<file path="config.mk">
export PLATFORM = sky130hd
export DESIGN_NAME = utf8_code_point_decoder_unit_flat
export DESIGN_NICKNAME = d
export VERILOG_FILES = /design/src/utf8d_pkg.sv /design/src/utf8d_if.sv /design/src/utf8_code_point_decoder_unit.sv /design/src/utf8d_lead.sv /design/src/utf8d_lane.sv /design/src/utf8d_merge.sv /design/src/flat_wrapper.sv
export VERILOG_INCLUDE_DIRS = /design/src /design/src/src
export SDC_FILE = /design/constraint.sdc
export NUM_CORES = 1
export LEC_CHECK = 0
export BUFFER_PORTS_ARGS = -buffer_cell sky130_fd_sc_hd__buf_4
export CORE_ASPECT_RATIO = 1.1
export CORE_MARGIN = 4
export CORE_UTILIZATION = 35
export CTS_CLUSTER_SIZE = 14
export DETAILED_ROUTE_END_ITERATION = 16
export GPL_TIMING_DRIVEN = 0
export HOLD_SLACK_MARGIN = 0.12
export PLACE_DENSITY = 0.59
export SYNTH_ARGS = -nofsm -noshare
export SYNTH_HDL_FRONTEND = slang
export SYNTH_SLANG_ARGS = --single-unit
</file>
<file path="constraint.sdc">
create_clock -name clk -period 5.12 [get_ports clk]
set_input_delay 0.512 -clock clk [delete_from_list [all_inputs] [get_ports clk]]
set_output_delay 0.512 -clock clk [all_outputs]
set_load 0.02 [all_outputs]
</file>
<file path="src/utf8_code_point_decoder_unit_assert.svh">
// assertion macros used by the decoder unit
`ifndef UTF8_CODE_POINT_DECODER_UNIT_ASSERT_SVH
`define UTF8_CODE_POINT_DECODER_UNIT_ASSERT_SVH

// antecedent holds, consequent must hold in the same cycle
`define UTF8D_ASSERT_SAME(label, clk, rst, ante, cons) \
  label: assert property (@(posedge clk) disable iff (rst) (ante) |-> (cons)) \
    else $error("utf8 decoder: same-cycle check failed");

// antecedent holds, consequent must hold in the next cycle
`define UTF8D_ASSERT_NEXT(label, clk, rst, ante, cons) \
  label: assert property (@(posedge clk) disable iff (rst) (ante) |=> (cons)) \
    else $error("utf8 decoder: next-cycle check failed");

`endif

</file>
<file path="src/utf8d_pkg.sv">
package utf8d_pkg;

  localparam logic [20:0] CpReplacement = 21'h00FFFD;
  localparam logic [20:0] CpMax         = 21'h10FFFF;
  localparam logic [2:0]  AvailMax      = 3'd4;

  localparam logic [7:0] ContLo       = 8'h80;
  localparam logic [7:0] ContHi       = 8'hBF;
  localparam logic [7:0] LoAfterE0    = 8'hA0;
  localparam logic [7:0] HiAfterEd    = 8'h9F;
  localparam logic [7:0] LoAfterF0    = 8'h90;
  localparam logic [7:0] HiAfterF4    = 8'h8F;
  localparam logic [7:0] AsciiEnd     = 8'h80;
  localparam logic [7:0] LeadTwoMin   = 8'hC2;
  localparam logic [7:0] LeadThreeMin = 8'hE0;
  localparam logic [7:0] LeadFourMin  = 8'hF0;
  localparam logic [7:0] LeadFourEnd  = 8'hF5;
  localparam logic [7:0] LeadE0       = 8'hE0;
  localparam logic [7:0] LeadEd       = 8'hED;
  localparam logic [7:0] LeadF0       = 8'hF0;
  localparam logic [7:0] LeadF4       = 8'hF4;

  localparam int unsigned NumLanes = 3;

  typedef enum logic [2:0] {
    SEQ_INVALID = 3'd0,
    SEQ_ONE     = 3'd1,
    SEQ_TWO     = 3'd2,
    SEQ_THREE   = 3'd3,
    SEQ_FOUR    = 3'd4
  } seq_len_e;

  typedef struct packed {
    seq_len_e   len;
    logic [7:0] lo;
    logic [7:0] hi;
  } lead_info_t;

  typedef struct packed {
    logic [20:0] code_point;
    logic [2:0]  bytes_consumed;
  } result_t;

endpackage

</file>
<file path="src/utf8d_if.sv">
interface utf8d_in_if;
  logic       valid;
  logic       ready;
  logic [7:0] byte_first;
  logic [7:0] byte_second;
  logic [7:0] byte_third;
  logic [7:0] byte_fourth;
  logic [2:0] bytes_available;

  modport source (output valid, byte_first, byte_second, byte_third, byte_fourth,
                  bytes_available, input ready);
  modport sink (input valid, byte_first, byte_second, byte_third, byte_fourth,
                bytes_available, output ready);
endinterface

interface utf8d_out_if;
  logic        valid;
  logic        ready;
  logic [20:0] code_point;
  logic [2:0]  bytes_consumed;

  modport source (output valid, code_point, bytes_consumed, input ready);
  modport sink (input valid, code_point, bytes_consumed, output ready);
endinterface

</file>
<file path="src/utf8_code_point_decoder_unit.sv">
// strict utf-8 decoder for one sequence at the head of a four-byte window
// in_item: byte_first..byte_fourth and bytes_available (counts above four act
//   as four); a transfer happens when valid and ready are both high
// out_item: code_point and bytes_consumed for the first sequence; U+FFFD with
//   size 0 for an empty window, size 1 for any invalid or truncated sequence
// the lead byte class and three continuation lanes are checked side by side
// in combinational logic and merged into one result, which is then registered
// the merged result goes into the main register, or into the skid entry
//   while the main register is full and the receiver holds ready low
// throughput: one window per cycle; in_item.ready only drops while the skid
//   entry is occupied
// a two-entry output buffer (main register and skid) keeps in_item.ready
// registered: input stalls only when both entries hold results, i.e. after
// the receiver has held ready low while the main register is
// full and a further transfer arrives
// reset clears both entries; no results are pending afterwards
`include "utf8_code_point_decoder_unit_assert.svh"

module utf8_code_point_decoder_unit (
  input  logic        clk,
  input  logic        rst,
  utf8d_in_if.sink    in_item,
  utf8d_out_if.source out_item
);

  utf8d_pkg::lead_info_t                  info;
  logic [utf8d_pkg::NumLanes-1:0]         cont_ok;
  logic [utf8d_pkg::NumLanes*6-1:0]       cont_bits;
  logic [utf8d_pkg::NumLanes-1:0][7:0]    lane_data;
  logic [utf8d_pkg::NumLanes-1:0][7:0]    lane_lo;
  logic [utf8d_pkg::NumLanes-1:0][7:0]    lane_hi;
  utf8d_pkg::result_t                     res_new;
  utf8d_pkg::result_t                     out_res;
  utf8d_pkg::result_t                     skid_res;
  logic                                   out_valid;
  logic                                   skid_valid;
  logic                                   in_fire;
  logic                                   out_fire;

  utf8d_lead u_lead (
    .lead (in_item.byte_first),
    .info (info)
  );

  assign lane_data = {in_item.byte_fourth, in_item.byte_third, in_item.byte_second};
  // only the second byte gets the tightened range
  assign lane_lo   = {utf8d_pkg::ContLo, utf8d_pkg::ContLo, info.lo};
  assign lane_hi   = {utf8d_pkg::ContHi, utf8d_pkg::ContHi, info.hi};

  for (genvar g = 0; g < utf8d_pkg::NumLanes; g++) begin : g_lane
    utf8d_lane u_lane (
      .data (lane_data[g]),
      .lo   (lane_lo[g]),
      .hi   (lane_hi[g]),
      .ok   (cont_ok[g]),
      .bits (cont_bits[g*6 +: 6])
    );
  end

  utf8d_merge u_merge (
    .info      (info),
    .lead      (in_item.byte_first),
    .cont_ok   (cont_ok),
    .cont_bits (cont_bits),
    .avail     (in_item.bytes_available),
    .res       (res_new)
  );

  assign in_item.ready           = !skid_valid;
  assign in_fire                 = in_item.valid && in_item.ready;
  assign out_fire                = out_valid && out_item.ready;
  assign out_item.valid          = out_valid;
  assign out_item.code_point     = out_res.code_point;
  assign out_item.bytes_consumed = out_res.bytes_consumed;

  always_ff @(posedge clk) begin
    if (rst) begin
      out_valid  <= 1'b0;
      skid_valid <= 1'b0;
    end else if (out_fire || !out_valid) begin
      if (skid_valid) begin
        out_res    <= skid_res;
        out_valid  <= 1'b1;
        skid_valid <= 1'b0;
      end else if (in_fire) begin
        out_res   <= res_new;
        out_valid <= 1'b1;
      end else begin
        out_valid <= 1'b0;
      end
    end else if (in_fire) begin
      // receiver stalled: park the new result
      skid_res   <= res_new;
      skid_valid <= 1'b1;
    end
  end

  `UTF8D_ASSERT_SAME(a_skid_behind_out, clk, rst, skid_valid, out_valid)
  `UTF8D_ASSERT_NEXT(a_skid_held, clk, rst, skid_valid && !out_item.ready, skid_valid)
  `UTF8D_ASSERT_SAME(a_empty_is_fffd, clk, rst,
    out_valid && (out_res.bytes_consumed == 3'd0),
    out_res.code_point == utf8d_pkg::CpReplacement)
  `UTF8D_ASSERT_SAME(a_scalar_range, clk, rst, out_valid,
    (out_res.code_point <= utf8d_pkg::CpMax) && (out_res.bytes_consumed <= 3'd4))

endmodule

</file>
<file path="src/utf8d_lead.sv">
module utf8d_lead (
  input  logic [7:0]            lead,
  output utf8d_pkg::lead_info_t info
);

  always_comb begin
    info.len = utf8d_pkg::SEQ_INVALID;
    info.lo  = utf8d_pkg::ContLo;
    info.hi  = utf8d_pkg::ContHi;
    if (lead < utf8d_pkg::AsciiEnd) begin
      info.len = utf8d_pkg::SEQ_ONE;
    end else if (lead < utf8d_pkg::LeadTwoMin) begin
      info.len = utf8d_pkg::SEQ_INVALID;
    end else if (lead < utf8d_pkg::LeadThreeMin) begin
      info.len = utf8d_pkg::SEQ_TWO;
    end else if (lead < utf8d_pkg::LeadFourMin) begin
      info.len = utf8d_pkg::SEQ_THREE;
      // overlong and surrogate guards
      if (lead == utf8d_pkg::LeadE0) info.lo = utf8d_pkg::LoAfterE0;
      if (lead == utf8d_pkg::LeadEd) info.hi = utf8d_pkg::HiAfterEd;
    end else if (lead < utf8d_pkg::LeadFourEnd) begin
      info.len = utf8d_pkg::SEQ_FOUR;
      // overlong and above-range guards
      if (lead == utf8d_pkg::LeadF0) info.lo = utf8d_pkg::LoAfterF0;
      if (lead == utf8d_pkg::LeadF4) info.hi = utf8d_pkg::HiAfterF4;
    end
  end

endmodule

</file>
<file path="src/utf8d_lane.sv">
module utf8d_lane (
  input  logic [7:0] data,
  input  logic [7:0] lo,
  input  logic [7:0] hi,
  output logic       ok,
  output logic [5:0] bits
);

  assign ok   = (data >= lo) && (data <= hi);
  assign bits = data[5:0];

endmodule

</file>
<file path="src/utf8d_merge.sv">
module utf8d_merge (
  input  utf8d_pkg::lead_info_t            info,
  input  logic [7:0]                       lead,
  input  logic [utf8d_pkg::NumLanes-1:0]   cont_ok,
  input  logic [utf8d_pkg::NumLanes*6-1:0] cont_bits,
  input  logic [2:0]                       avail,
  output utf8d_pkg::result_t               res
);

  logic [2:0] avail_sat;
  logic       seq_ok;

  always_comb begin
    avail_sat = (avail > utf8d_pkg::AvailMax) ? utf8d_pkg::AvailMax : avail;
    seq_ok = (avail_sat >= 3'(info.len)) && cont_ok[0]
             && ((info.len < utf8d_pkg::SEQ_THREE) || cont_ok[1])
             && ((info.len < utf8d_pkg::SEQ_FOUR) || cont_ok[2]);

    res.code_point     = utf8d_pkg::CpReplacement;
    res.bytes_consumed = 3'd1;
    if (avail_sat == 3'd0) begin
      res.bytes_consumed = 3'd0;
    end else begin
      unique case (info.len)
        utf8d_pkg::SEQ_ONE: begin
          res.code_point = {13'd0, lead};
        end
        utf8d_pkg::SEQ_TWO: begin
          if (seq_ok) begin
            res.code_point     = {10'd0, lead[4:0], cont_bits[5:0]};
            res.bytes_consumed = 3'(utf8d_pkg::SEQ_TWO);
          end
        end
        utf8d_pkg::SEQ_THREE: begin
          if (seq_ok) begin
            res.code_point     = {5'd0, lead[3:0], cont_bits[5:0], cont_bits[11:6]};
            res.bytes_consumed = 3'(utf8d_pkg::SEQ_THREE);
          end
        end
        utf8d_pkg::SEQ_FOUR: begin
          if (seq_ok) begin
            res.code_point     = {lead[2:0], cont_bits[5:0], cont_bits[11:6],
                                  cont_bits[17:12]};
            res.bytes_consumed = 3'(utf8d_pkg::SEQ_FOUR);
          end
        end
        default: begin
          res.code_point     = utf8d_pkg::CpReplacement;
          res.bytes_consumed = 3'd1;
        end
      endcase
    end
  end

endmodule

</file>
<file path="src/flat_wrapper.sv">
// flat-port wrapper written by rule: the top's interface ports become plain ports
module utf8_code_point_decoder_unit_flat 
  (clk, rst, in_item_valid, in_item_byte_first, in_item_byte_second, in_item_byte_third, in_item_byte_fourth, in_item_bytes_available, in_item_ready, out_item_valid, out_item_code_point, out_item_bytes_consumed, out_item_ready);
  utf8d_in_if in_item_i ();
  utf8d_out_if out_item_i ();
  input  logic clk;
  input  logic rst;
  input wire logic [$bits(in_item_i.valid)-1:0] in_item_valid;
  input wire logic [$bits(in_item_i.byte_first)-1:0] in_item_byte_first;
  input wire logic [$bits(in_item_i.byte_second)-1:0] in_item_byte_second;
  input wire logic [$bits(in_item_i.byte_third)-1:0] in_item_byte_third;
  input wire logic [$bits(in_item_i.byte_fourth)-1:0] in_item_byte_fourth;
  input wire logic [$bits(in_item_i.bytes_available)-1:0] in_item_bytes_available;
  output wire logic [$bits(in_item_i.ready)-1:0] in_item_ready;
  output wire logic [$bits(out_item_i.valid)-1:0] out_item_valid;
  output wire logic [$bits(out_item_i.code_point)-1:0] out_item_code_point;
  output wire logic [$bits(out_item_i.bytes_consumed)-1:0] out_item_bytes_consumed;
  input wire logic [$bits(out_item_i.ready)-1:0] out_item_ready;
  assign in_item_i.valid = in_item_valid;
  assign in_item_i.byte_first = in_item_byte_first;
  assign in_item_i.byte_second = in_item_byte_second;
  assign in_item_i.byte_third = in_item_byte_third;
  assign in_item_i.byte_fourth = in_item_byte_fourth;
  assign in_item_i.bytes_available = in_item_bytes_available;
  assign in_item_ready = in_item_i.ready;
  assign out_item_valid = out_item_i.valid;
  assign out_item_code_point = out_item_i.code_point;
  assign out_item_bytes_consumed = out_item_i.bytes_consumed;
  assign out_item_i.ready = out_item_ready;
  utf8_code_point_decoder_unit u_core (.clk(clk), .rst(rst), .in_item(in_item_i), .out_item(out_item_i));
endmodule
</file>
# Word-level counts from Yosys, hierarchy flattened
# Index checks and enable logic that the tools add are counted.
# op_classes
order_cmp,15
n_eq_ne,8
muxes,24
n_bitwise,2
n_reduce_logical,18
# ops
operator,n
$pmux W21 S4,1
$mux W19,4
$mux W24,3
$mux W16,3
$lt A8 B8 Y1 const B,5
$eq A8 B8 Y1 const B,4
$mux W21,1
$mux W6,3
$ge A8 B8 Y1 const B,2
$le A8 B8 Y1 const B,2
$mux W3,5
$pmux W3 S3,1
$ge A8 B8 Y1,1
$le A8 B8 Y1,1
$logic_and A1 B1 Y1,8
$eq A3 B2 Y1 const B,2
$reduce_and A3 Y1,2
$mux W5,1
$eq A3 B1 Y1 const B,1
$eq A3 B3 Y1 const B,1
$ge A3 B3 Y1,1
$gt A3 B3 Y1 const B,1
$logic_not A3 Y1,1
$logic_or A1 B1 Y1,3
7 further kinds,10
# totals
regBits,50
input_bits,39
output_inout_bits,26
word_cells,73

# Logic depth before layout (Yosys ltp)
# Gate-level depths: netlist of the first run.
# depth
word_depth,17
mapped_depth,13
ltp_nobuf,11

# Modules after synthesis
# A second synthesis of the first run with hierarchy kept.
# hier_totals
cells_unflattened,419
hier_area_um2,4207.8
# by_module_without_submodules
mod,instances,cells_each,area_per_inst_um2,seq_area_each_um2
utf8_code_point_decoder_unit,1,87,1924.3,1481.4
utf8d_lane,3,63,446.7,0.0
utf8d_merge,1,110,716.9,0.0
utf8d_lead,1,33,226.5,0.0

# Worst setup path before layout of the first run
# No wires, ideal clock.
# synth_timing
kind,input -> register
startpoint,input port out_item_ready
endpoint,register u_core.skid_res[0] (netlist name) (enable)
setup_ns,0.474
arrival_ns,3.260
t_required_ns,4.646
path_slack_ns,1.385
cell_stages,2
path_buffers,0
path_cell_list,nand2b_1 -> nor4b_1
# synth_via
elab_chain_len,4
# synth_rtl
element,line,text
from (decl),flat_wrapper.sv:18,input wire logic [$bits(out_item_i.ready)-1:0] out_item_ready;
$logic_and A1 B1 Y1,utf8_code_point_decoder_unit.sv:71,assign out_fire = out_valid && out_item.ready;
$logic_or A1 B1 Y1,utf8_code_point_decoder_unit.sv:80,end else if (out_fire || !out_valid) begin
$not A1 Y1 (no source line),-,
$reduce_and A3 Y1 (no source line),-,
to (signal assigned),utf8_code_point_decoder_unit.sv:93,skid_res <= res_new;
to (decl),utf8_code_point_decoder_unit.sv:34,utf8d_pkg::result_t skid_res;
# Every way passes these cells.
# A chain may end at the register's enable or synchronous reset.

# Worst setup path in the final report of the first run
# layout_timing
startpoint,input port in_item_byte_first[6]
endpoint,"register u_core.out_res, in the netlist u_core.out_item.code_point[6] (data pin)"
# layout_via
elab_chain_len,17
elab_cells_between_ends,43
classes_between,10 x order compare; 8 x eq/ne; 19 x mux; 6 x reduce/logical
# layout_rtl
element,line,text
from (decl),flat_wrapper.sv:9,input wire logic [$bits(in_item_i.byte_first)-1:0] in_item_byte_first;
branches (longest 13 deep; another with $lt A8 B8 Y1),-,
$pmux W21 S4 *,utf8d_merge.sv:24,unique case (info.len)
$mux W21 *,utf8d_merge.sv:21,if (avail_sat == 3'd0) begin
$mux W24 *,utf8_code_point_decoder_unit.sv:85,end else if (in_fire) begin
$mux W24 *,utf8_code_point_decoder_unit.sv:81,if (skid_valid) begin
to (signal assigned),utf8_code_point_decoder_unit.sv:82,out_res <= skid_res;
to (signal assigned),utf8_code_point_decoder_unit.sv:86,out_res <= res_new;
to (decl),utf8_code_point_decoder_unit.sv:33,utf8d_pkg::result_t out_res;
# Every way passes the cells marked *. The select of a mux whose other input is x is not followed.

==> results.json, run 1 <==
{
  "gr-total-overflow": 0,
  "final_common_cell": "buf_4",
  "critPathRequiredTime_ns": 5.15,
  "final_cell_mix": "buf_4, edfxtp_1, nor2_1",
  "start_util_pct": 36.1,
  "synth-seq-area-share_pct": 51.3,
  "area_delta_synth_final_pct": 25.9,
  "final_hold_viol_count": 0,
  "dr.pass1.iters": 5,
  "dieArea_mm2": 0.00978,
  "synth_area_leaders": "edfxtp_1, o31a_1, ha_1, nor2_1, mux2_2",
  "finalClockSkew_ns": 0.00329,
  "chipWidth_um": 94.6,
  "avgSynthCellArea_um2": 10.7,
  "rows": 34,
  "period_needed_ns": 4.11,
  "synth-compound-area-share_pct": 20.5,
  "routabilityCongestion": 0.914,
  "synth_xor_area_share_pct": 0,
  "io_buffers": 63,
  "fp.coreArea_mm2": 0.00800,
  "synth_top_family_by_area": "compound AO/OA/AOI/OAI gates",
  "rsz0062_at_grt": "false",
  "drv_slew": 0,
  "yosys.area.top_type_share_pct": 49.9,
  "antenna_left": 0,
  "cts_root_buf": "clkbuf_8",
  "yosys_warnings": 0,
  "timing.final.crit_share_pct": 80.2,
  "insertion_delay_ns": 0.30,
  "ys_ff_latch": 50,
  "netlist_area_mm2": 0.00289,
  "power.density_mw_per_mm2": 241,
  "htree_levels": 2,
  "grt_pass1_vias": 2428,
  "clock_path_buffers": 2,
  "synth_ff_type": "edfxtp_1",
  "grt_max_degree": 16,
  "viasPerCell": 5.46,
  "max_freq_mhz": 243,
  "dpl.hpwl_um": 6240,
  "ios": 65,
  "grt_first_pass_wirelength_um": 12700,
  "setup_viol": 0,
  "synth-simple-area-share_pct": 17.4,
  "dr.first_iter.drc_count": 230,
  "clk_pin_slew_ns": 0.09,
  "synth_top_area_cell": "edfxtp_1",
  "track_usage_pct": 16.8,
  "antenna_found_initial": 0,
  "cts_buffers": 5,
  "crit_type": "input pin to flop",
  "final_nets": 390,
  "final_cells": 453,
  "synthMuxAreaShare_pct": 3.25,
  "drv_cap": 0,
  "end_kind": "flop",
  "cts_resized": 0,
  "wl_per_cell_um": 17.8,
  "status": "completed",
  "synth_edf_count": 48,
  "fin_tns_setup_ns": 0,
  "via_count": 2475,
  "die_h_um": 103,
  "crit_arrival_ns": 4.14,
  "post_cts_buffers": 0,
  "worst_ir_drop_vdd_mv": 0.101,
  "max_slew_margin_pct": 36.1,
  "synthDistinctLibCells": 59,
  "antennaDiodeCount": 0,
  "fin_area_mm2": 0.00364,
  "drt_wl_total_um": 8060,
  "cp_max_fo": 10,
  "syn_inst": 270,
  "cts_sinks": 50,
  "worst_pin_slew_ns": 0.953,
  "start_kind": "input pin",
  "leakagePower_nw": 1.36,
  "hold_path_class": "input pin to flop",
  "placed_cell_area_mm2": 0.00354,
  "drive_above_1_share_pct": 28.7,
  "synthAdderAreaFrac_pct": 3.03,
  "hold_buffers": 0,
  "cts_tree": "done",
  "synth_nets": 316,
  "placed_cells": 445,
  "async_reset_ff_share_pct": 0,
  "drc_errors": 0
}
## per-layer routing
metal | vias up | wire (um) | global-route usage [%]
met3 | 10 | 468 | 2.10
met1 | 1183 | 3740 | 23.3
li1 | 1197 | - | -
met2 | 85 | 3750 | 28.0
met4 | 0 | 104 | 4.00
met5 | - | 0 | 0
## per-stage QoR
stage	setup slack, ns	power [mW]	hold slack (ns)	utilization, %
global route	0.751	0.918	0.400	45.5
global placement	0.148	0.646	0.515	43.7
floorplan	1.39	0.575	0.493	-
CTS	1.12	0.883	0.398	45.5
finish	1.01	0.878	0.404	45.5
detailed placement	0.828	0.649	0.519	44.3
## final cells by class
type / count / area, um^2
Buffer: 15 / 62.6
Clock buffer: 6 / 82.6
Clock inverter: 2 / 12.5
Fill cell: 825 / 4360
Inverter: 18 / 67.6
Multi-Input combinational cell: 187 / 1290
Sequential cell: 50 / 1480
Tap cell: 108 / 135
Timing Repair Buffer: 67 / 507
## synthesized netlist by cell type (6+ instances only)
cell type  instances
a21oi_1            7
a2bb2oi_1          6
a31oi_1            8
a32oi_1            8
and2_1             6
clkbuf_1           9
edfxtp_1          48
ha_1               7
inv_1             17
mux2_2             7
nand2_1           18
nand2b_1           6
nand3_1            9
nor2_1            23
o21ai_0           11
o31a_1            12
## path summary, 6_finish.rpt
check	start	end	slack, ns	cells past startpoint
worst max-delay path	in_item_byte_first[6]	u_core.out_item.code_point[6]$_DFFE_PP_	1.01	14
worst min-delay path	rst	u_core.out_item.valid$_SDFFE_PP0P_	0.40	2
worst max register to register	u_core.skid_valid$_SDFFE_PP0P_	u_core.out_item.code_point[18]$_DFFE_PP_	2.89	4
worst min register to register	u_core.skid_res[19]$_DFFE_PP_	u_core.out_item.code_point[16]$_DFFE_PP_	0.54	2
## registers in the layout (all words and copies together) (netlist names)
signal                          count
u_core.skid_res                    24
u_core.skid_valid                   1
u_core.out_item.bytes_consumed      3
u_core.out_item.code_point         21
u_core.out_item.valid               1
## kinds of logic (layout without fill, tap and decap cells)
group,after synthesis,count (layout)
muxes,8,8
and+or+nand+nor,95,95
buffers and inverters,33,108
adders and majority gates,7,7
DFF,50,50
AOI/OAI and AO/OA,77,77
## power breakdown
part           leakage, nW  switching [mW]  internal [mW]
Combinational        0.867           0.101         0.0702
Sequential           0.445         0.00327          0.467
Clock               0.0472           0.128          0.109
Total                 1.36           0.232          0.646
## critical path, stage by stage
cell and delay [ns]:
buf_4 0.12, and2_1 0.12, clkbuf_1 0.26, and2_1 0.32, clkbuf_1 0.39, nand2b_1 0.11, ha_1 0.30, and2_0 0.13
a221oi_1 0.10, a311oi_2 0.59, nand2_1 0.37, buf_2 0.28, o21ai_0 0.34, a32oi_1 0.17
Note: power is estimated with default switching activity, not from simulation.
==> run 2: changes to the inputs <==
- clock period: 5.12 -> 4.11 ns (I/O delays scaled with it)
==> run 2 against run 1 <==
  * Utilization up 0.17 points
  * Clock power up 25%
  * First-iteration DRC count up 13%
  * Clock-buffer cell count unchanged
  * Via count down 0.48%
  * Power up 25%
  * Flip-flop and latch count unchanged
  * Clock skew about the same
  * Register-to-register slack worse by 0.99 ns
  * Final cell count unchanged
  * Routed wire length about the same
  * Cell area up 0.38%
  * Critical endpoint unchanged
  * Highest routed layer unchanged
==> results.json, run 2 (synthesis gave the netlist of run 1 again) <==
{
  "drt-met1-wl_um": 3630,
  "fin_tns_setup_ns": 0,
  "final_cell_mix": "buf_4, edfxtp_1, nor2_1",
  "routabilityCongestion": 0.914,
  "fillCellCount": 824,
  "status": "completed",
  "insertion_delay_ns": 0.30,
  "leakagePower_nw": 1.37,
  "start_util_pct": 36.1,
  "drt_wl_total_um": 8050,
  "via_count": 2463,
  "antenna_left": 0,
  "critPathRequiredTime_ns": 4.14,
  "ios": 65,
  "grt_first_pass_wirelength_um": 12700,
  "worst_slack_ns": 0.366,
  "worst_pin_slew_ns": 0.950,
  "regMostFlops": "u_core.skid_res",
  "grt_max_degree": 16,
  "routed-wl-met2_um": 3770,
  "intPower_mw": 0.806,
  "power.switching_mw": 0.290,
  "start_kind": "input pin",
  "post_cts_buffers": 0,
  "hold_path_class": "input pin to flop",
  "final_common_cell": "buf_4",
  "antennaDiodeCount": 0,
  "pwr-share-comb_pct": 19.5,
  "drc_errors": 0,
  "fp.coreArea_mm2": 0.00800,
  "wl_met3_um": 537,
  "largest_register_ffs": 24,
  "drv_cap": 0,
  "final_nets": 390,
  "reg.largest.list": "u_core.skid_res (24), u_core.out_item.code_point (21), u_core.out_item.bytes_consumed (3)",
  "drive_above_1_share_pct": 29.3,
  "max_freq_mhz": 267,
  "seq_power_share_pct": 53.5,
  "wl_per_cell_um": 17.8,
  "final_cells": 453,
  "p_clk_share_pct": 27.0,
  "chipWidth_um": 94.6,
  "hold_buffers": 0,
  "finalClockSkew_ns": 0.00290,
  "cpPeakStageDelay_ns": 0.51,
  "clock_path_buffers": 2,
  "gr-total-overflow": 0,
  "end_kind": "flop",
  "power.density_mw_per_mm2": 300,
  "rows": 34,
  "period_needed_ns": 3.74,
  "die_h_um": 103,
  "setup_viol": 0,
  "area_delta_synth_final_pct": 26.4,
  "crit_arrival_ns": 3.78,
  "rsz0062_at_grt": "false",
  "dr.first_iter.drc_count": 260,
  "drv_slew": 0,
  "cpMostUsedCell": "buf_2",
  "cp_max_fo": 10,
  "dieArea_mm2": 0.00978,
  "cts_tree": "done",
  "multi_input_area_mm2": 0.00130,
  "dr.pass1.iters": 4,
  "timing.final.crit_share_pct": 91.1,
  "cts_root_buf": "clkbuf_8",
  "final_hold_viol_count": 0,
  "clk_pin_slew_ns": 0.09,
  "swShare_pct": 26.5,
  "grt_pass1_vias": 2428,
  "path_cells": "buf_2 > nand4_1 > nor3_2 > inv_1 > ha_1 > o21a_1 > a21oi_1 > nor2_1 > nand2_1 > buf_2 > o21ai_0 > a32oi_1",
  "worst_ir_drop_vdd_mv": 0.126,
  "placed_cells": 445,
  "cts_buffers": 5,
  "max_slew_margin_pct": 36.3,
  "htree_levels": 2,
  "track_usage_pct": 16.8,
  "dp_slack_ns": -0.0807,
  "top_layer_used": "met4",
  "crit_slowest_cell": "nor3_2",
  "antenna_found_initial": 0,
  "cts_sinks": 50,
  "register_area_mm2": 0.00148,
  "io_buffers": 63,
  "viasPerCell": 5.44,
  "crit_type": "input pin to flop",
  "dpl.hpwl_um": 6240
}
[run 2: layer usage]
metal | track usage [%] | up-vias
li1 | - | 1199
met1 | 23.3 | 1169
met2 | 28.0 | 86
met3 | 2.10 | 9
met4 | 4.00 | 0
met5 | 0 | -
[run 2: what timing repair did]
action | in CTS | in global routing
endpoints found under the setup margin | 0 | 21
hold endpoints to repair | 0 | 0
gates resized for setup | 0 | 5
[run 2: final timing paths]
check                                 start                                        to  slack, ns  cells past startpoint
max                   in_item_byte_first[4]   u_core.out_item.code_point[6]$_DFFE_PP_       0.37                     12
min                                     rst        u_core.out_item.valid$_SDFFE_PP0P_       0.30                      2
max reg2reg  u_core.skid_valid$_SDFFE_PP0P_  u_core.out_item.code_point[18]$_DFFE_PP_       1.90                      4
min reg2reg   u_core.skid_res[19]$_DFFE_PP_  u_core.out_item.code_point[16]$_DFFE_PP_       0.54                      2
[run 2: power groups by stage]
stage | clock [mW] | combinational, mW | sequential [mW]
after floorplan | 0 | 0.101 | 0.615
after global placement | 0 | 0.206 | 0.599
after detailed placement | 0 | 0.211 | 0.598
after CTS | 0.302 | 0.212 | 0.586
after global routing | 0.322 | 0.235 | 0.588
final | 0.296 | 0.214 | 0.586
[run 2: through the flow]
| stage | area [um^2] | hold slack, ns | power, mW | util [%] |
|---|---|---|---|---|
| final | 3650 | 0.302 | 1.10 | 45.7 |
| after global routing | 3650 | 0.299 | 1.14 | 45.7 |
| after CTS | 3640 | 0.297 | 1.10 | 45.5 |
| after detailed placement | 3540 | 0.519 | 0.809 | 44.3 |
| after global placement | 3500 | 0.515 | 0.805 | 43.7 |
| after floorplan | 2890 | 0.480 | 0.716 | - |
[run 2: area by class of cell]
type	count	area share [%]
tap	108	3.70
buffer	15	1.78
multi-input combinational	187	35.6
inverter	18	1.85
timing repair buffer	67	13.9
sequential	50	40.6
clock inverter	2	0.343
clock buffer	6	2.26
[run 2: worst max-delay path: cells and delay by family]
kind	cells	cell delay [ns]
simple gates	4	1.61
buf+inv	3	0.72
compound gates	4	0.69
fa+ha+maj	1	0.34
==> run 3: changes to the inputs <==
- CORE_ASPECT_RATIO: 1.1 -> default
==> run 3 against run 2 <==
  * Flip-flop and latch count is the same
  * Cell area grew 0.24%
  * Combinational power is essentially flat
  * Largest cell class unchanged
==> results.json, run 3 (synthesis gave the netlist of run 1 again) <==
{
  "placed_cells": 439,
  "reg2reg_slack_ns": 1.87,
  "antenna_left": 0,
  "die_h_um": 98.9,
  "via_count": 2508,
  "final_hold_viol_count": 0,
  "antennaDiodeCount": 0,
  "period_needed_ns": 3.90,
  "fp.coreArea_mm2": 0.00789,
  "utilization_pct": 46.4,
  "grt_max_degree": 16,
  "worst_slack_ns": 0.214,
  "grt_pass1_vias": 2437,
  "finalClockSkew_ns": 0.00776,
  "final_nets": 390,
  "insertion_delay_ns": 0.30,
  "hold_path_class": "input pin to flop",
  "power.density_mw_per_mm2": 313,
  "status": "completed",
  "dp_slack_ns": -0.0643,
  "cts_buffers": 5,
  "timing.final.crit_share_pct": 94.8,
  "largest_register_ffs": 24,
  "rsz0062_at_grt": "false",
  "max_freq_mhz": 257,
  "gr-total-overflow": 0,
  "cts_tree": "done",
  "critPathRequiredTime_ns": 4.25,
  "drv_slew": 0,
  "dpl.hpwl_um": 6200,
  "cts_sinks": 50,
  "final_cell_mix": "buf_4, edfxtp_1, nor2_1",
  "routabilityCongestion": 0.928,
  "clk_pin_slew_ns": 0.09,
  "leakagePower_nw": 1.36,
  "crit_arrival_ns": 4.03,
  "setup_viol": 0,
  "drc_errors": 0,
  "start_util_pct": 36.6,
  "dieArea_mm2": 0.00978,
  "chipWidth_um": 98.9,
  "final_common_cell": "buf_4",
  "final_cells": 447,
  "ios": 65,
  "cp_max_fo": 10,
  "hold_buffers": 0,
  "drt_wl_total_um": 8020,
  "end_kind": "flop",
  "viasPerCell": 5.61,
  "start_kind": "input pin",
  "track_usage_pct": 16.2,
  "htree_levels": 2,
  "area_delta_synth_final_pct": 26.7,
  "dr.pass1.iters": 4,
  "cts_resized": 0,
  "worst_ir_drop_vdd_mv": 0.193,
  "regMostFlops": "u_core.skid_res",
  "post_cts_buffers": 0,
  "io_buffers": 63,
  "max_slew_margin_pct": 37.2,
  "wl_per_cell_um": 18.0,
  "worst_pin_slew_ns": 0.936,
  "drv_cap": 0,
  "reg.largest.list": "u_core.skid_res (24), u_core.out_item.code_point (21), u_core.out_item.bytes_consumed (3)",
  "dr.first_iter.drc_count": 193,
  "rows": 32,
  "cts_root_buf": "clkbuf_8",
  "drive_above_1_share_pct": 28.7,
  "crit_type": "input pin to flop",
  "clock_path_buffers": 2,
  "antenna_found_initial": 0,
  "grt_first_pass_wirelength_um": 12700,
  "fin_tns_setup_ns": 0
}
run 3: cell count changes in the layout (fill, tap and decap cells not counted), sizes merged:
cell / change
clkinv: -1
bufinv: +1
run 3: where the power goes:
group | internal (mW) | total (mW) | switching (mW)
logic | 0.0882 | 0.215 | 0.127
clock network | 0.182 | 0.343 | 0.161
registers | 0.582 | 0.586 | 0.00402
run 3: cell type report:
class | instances | area (um^2)
Fill cell | 774 | 4230
Sequential cell | 50 | 1480
Multi-Input combinational cell | 187 | 1310
Timing Repair Buffer | 67 | 507
Tap cell | 102 | 128
Clock buffer | 6 | 72.6
Inverter | 18 | 67.6
Buffer | 15 | 62.6
Clock inverter | 2 | 37.5
run 3: per-layer routing:
layer  GRT usage (%)  up-vias  wire length, um
met3            2.19       10              515
met2            25.2       91             3620
met1            23.7     1211             3760
met5               0        -                0
li1                -     1196                -
met4            4.31        0              131
run 3: worst paths after layout:
kind | endpoint | startpoint | depth (start not counted)
worst max register to register | u_core.out_item.code_point[20]$_DFFE_PP_ | u_core.skid_valid$_SDFFE_PP0P_ | 4
worst min register to register | u_core.out_item.code_point[16]$_DFFE_PP_ | u_core.skid_res[19]$_DFFE_PP_ | 2
worst max-delay path | u_core.out_item.code_point[10]$_DFFE_PP_ | in_item_byte_first[6] | 14
worst min-delay path | u_core.out_item.valid$_SDFFE_PP0P_ | rst | 2
run 3: per-stage QoR:
stage                     cell area [um^2]  total power, mW  hold WS [ns]
after detailed placement              3540            0.809         0.535
after CTS                             3650             1.15         0.295
after global placement                3490            0.804         0.527
final                                 3660             1.14         0.294
after global routing                  3660             1.19         0.297
after floorplan                       2890            0.716         0.480
run 3: worst max-delay path: stages:
cell and delay (ns):
buf_4 0.12, and2_1 0.12, clkbuf_1 0.24, and2_1 0.30
clkbuf_1 0.37, nand2b_1 0.13, ha_1 0.30, and2_0 0.14
a221oi_1 0.49, a311o_1 0.44, clkbuf_1 0.40, o31a_1 0.20
a31oi_1 0.08, a41oi_1 0.28
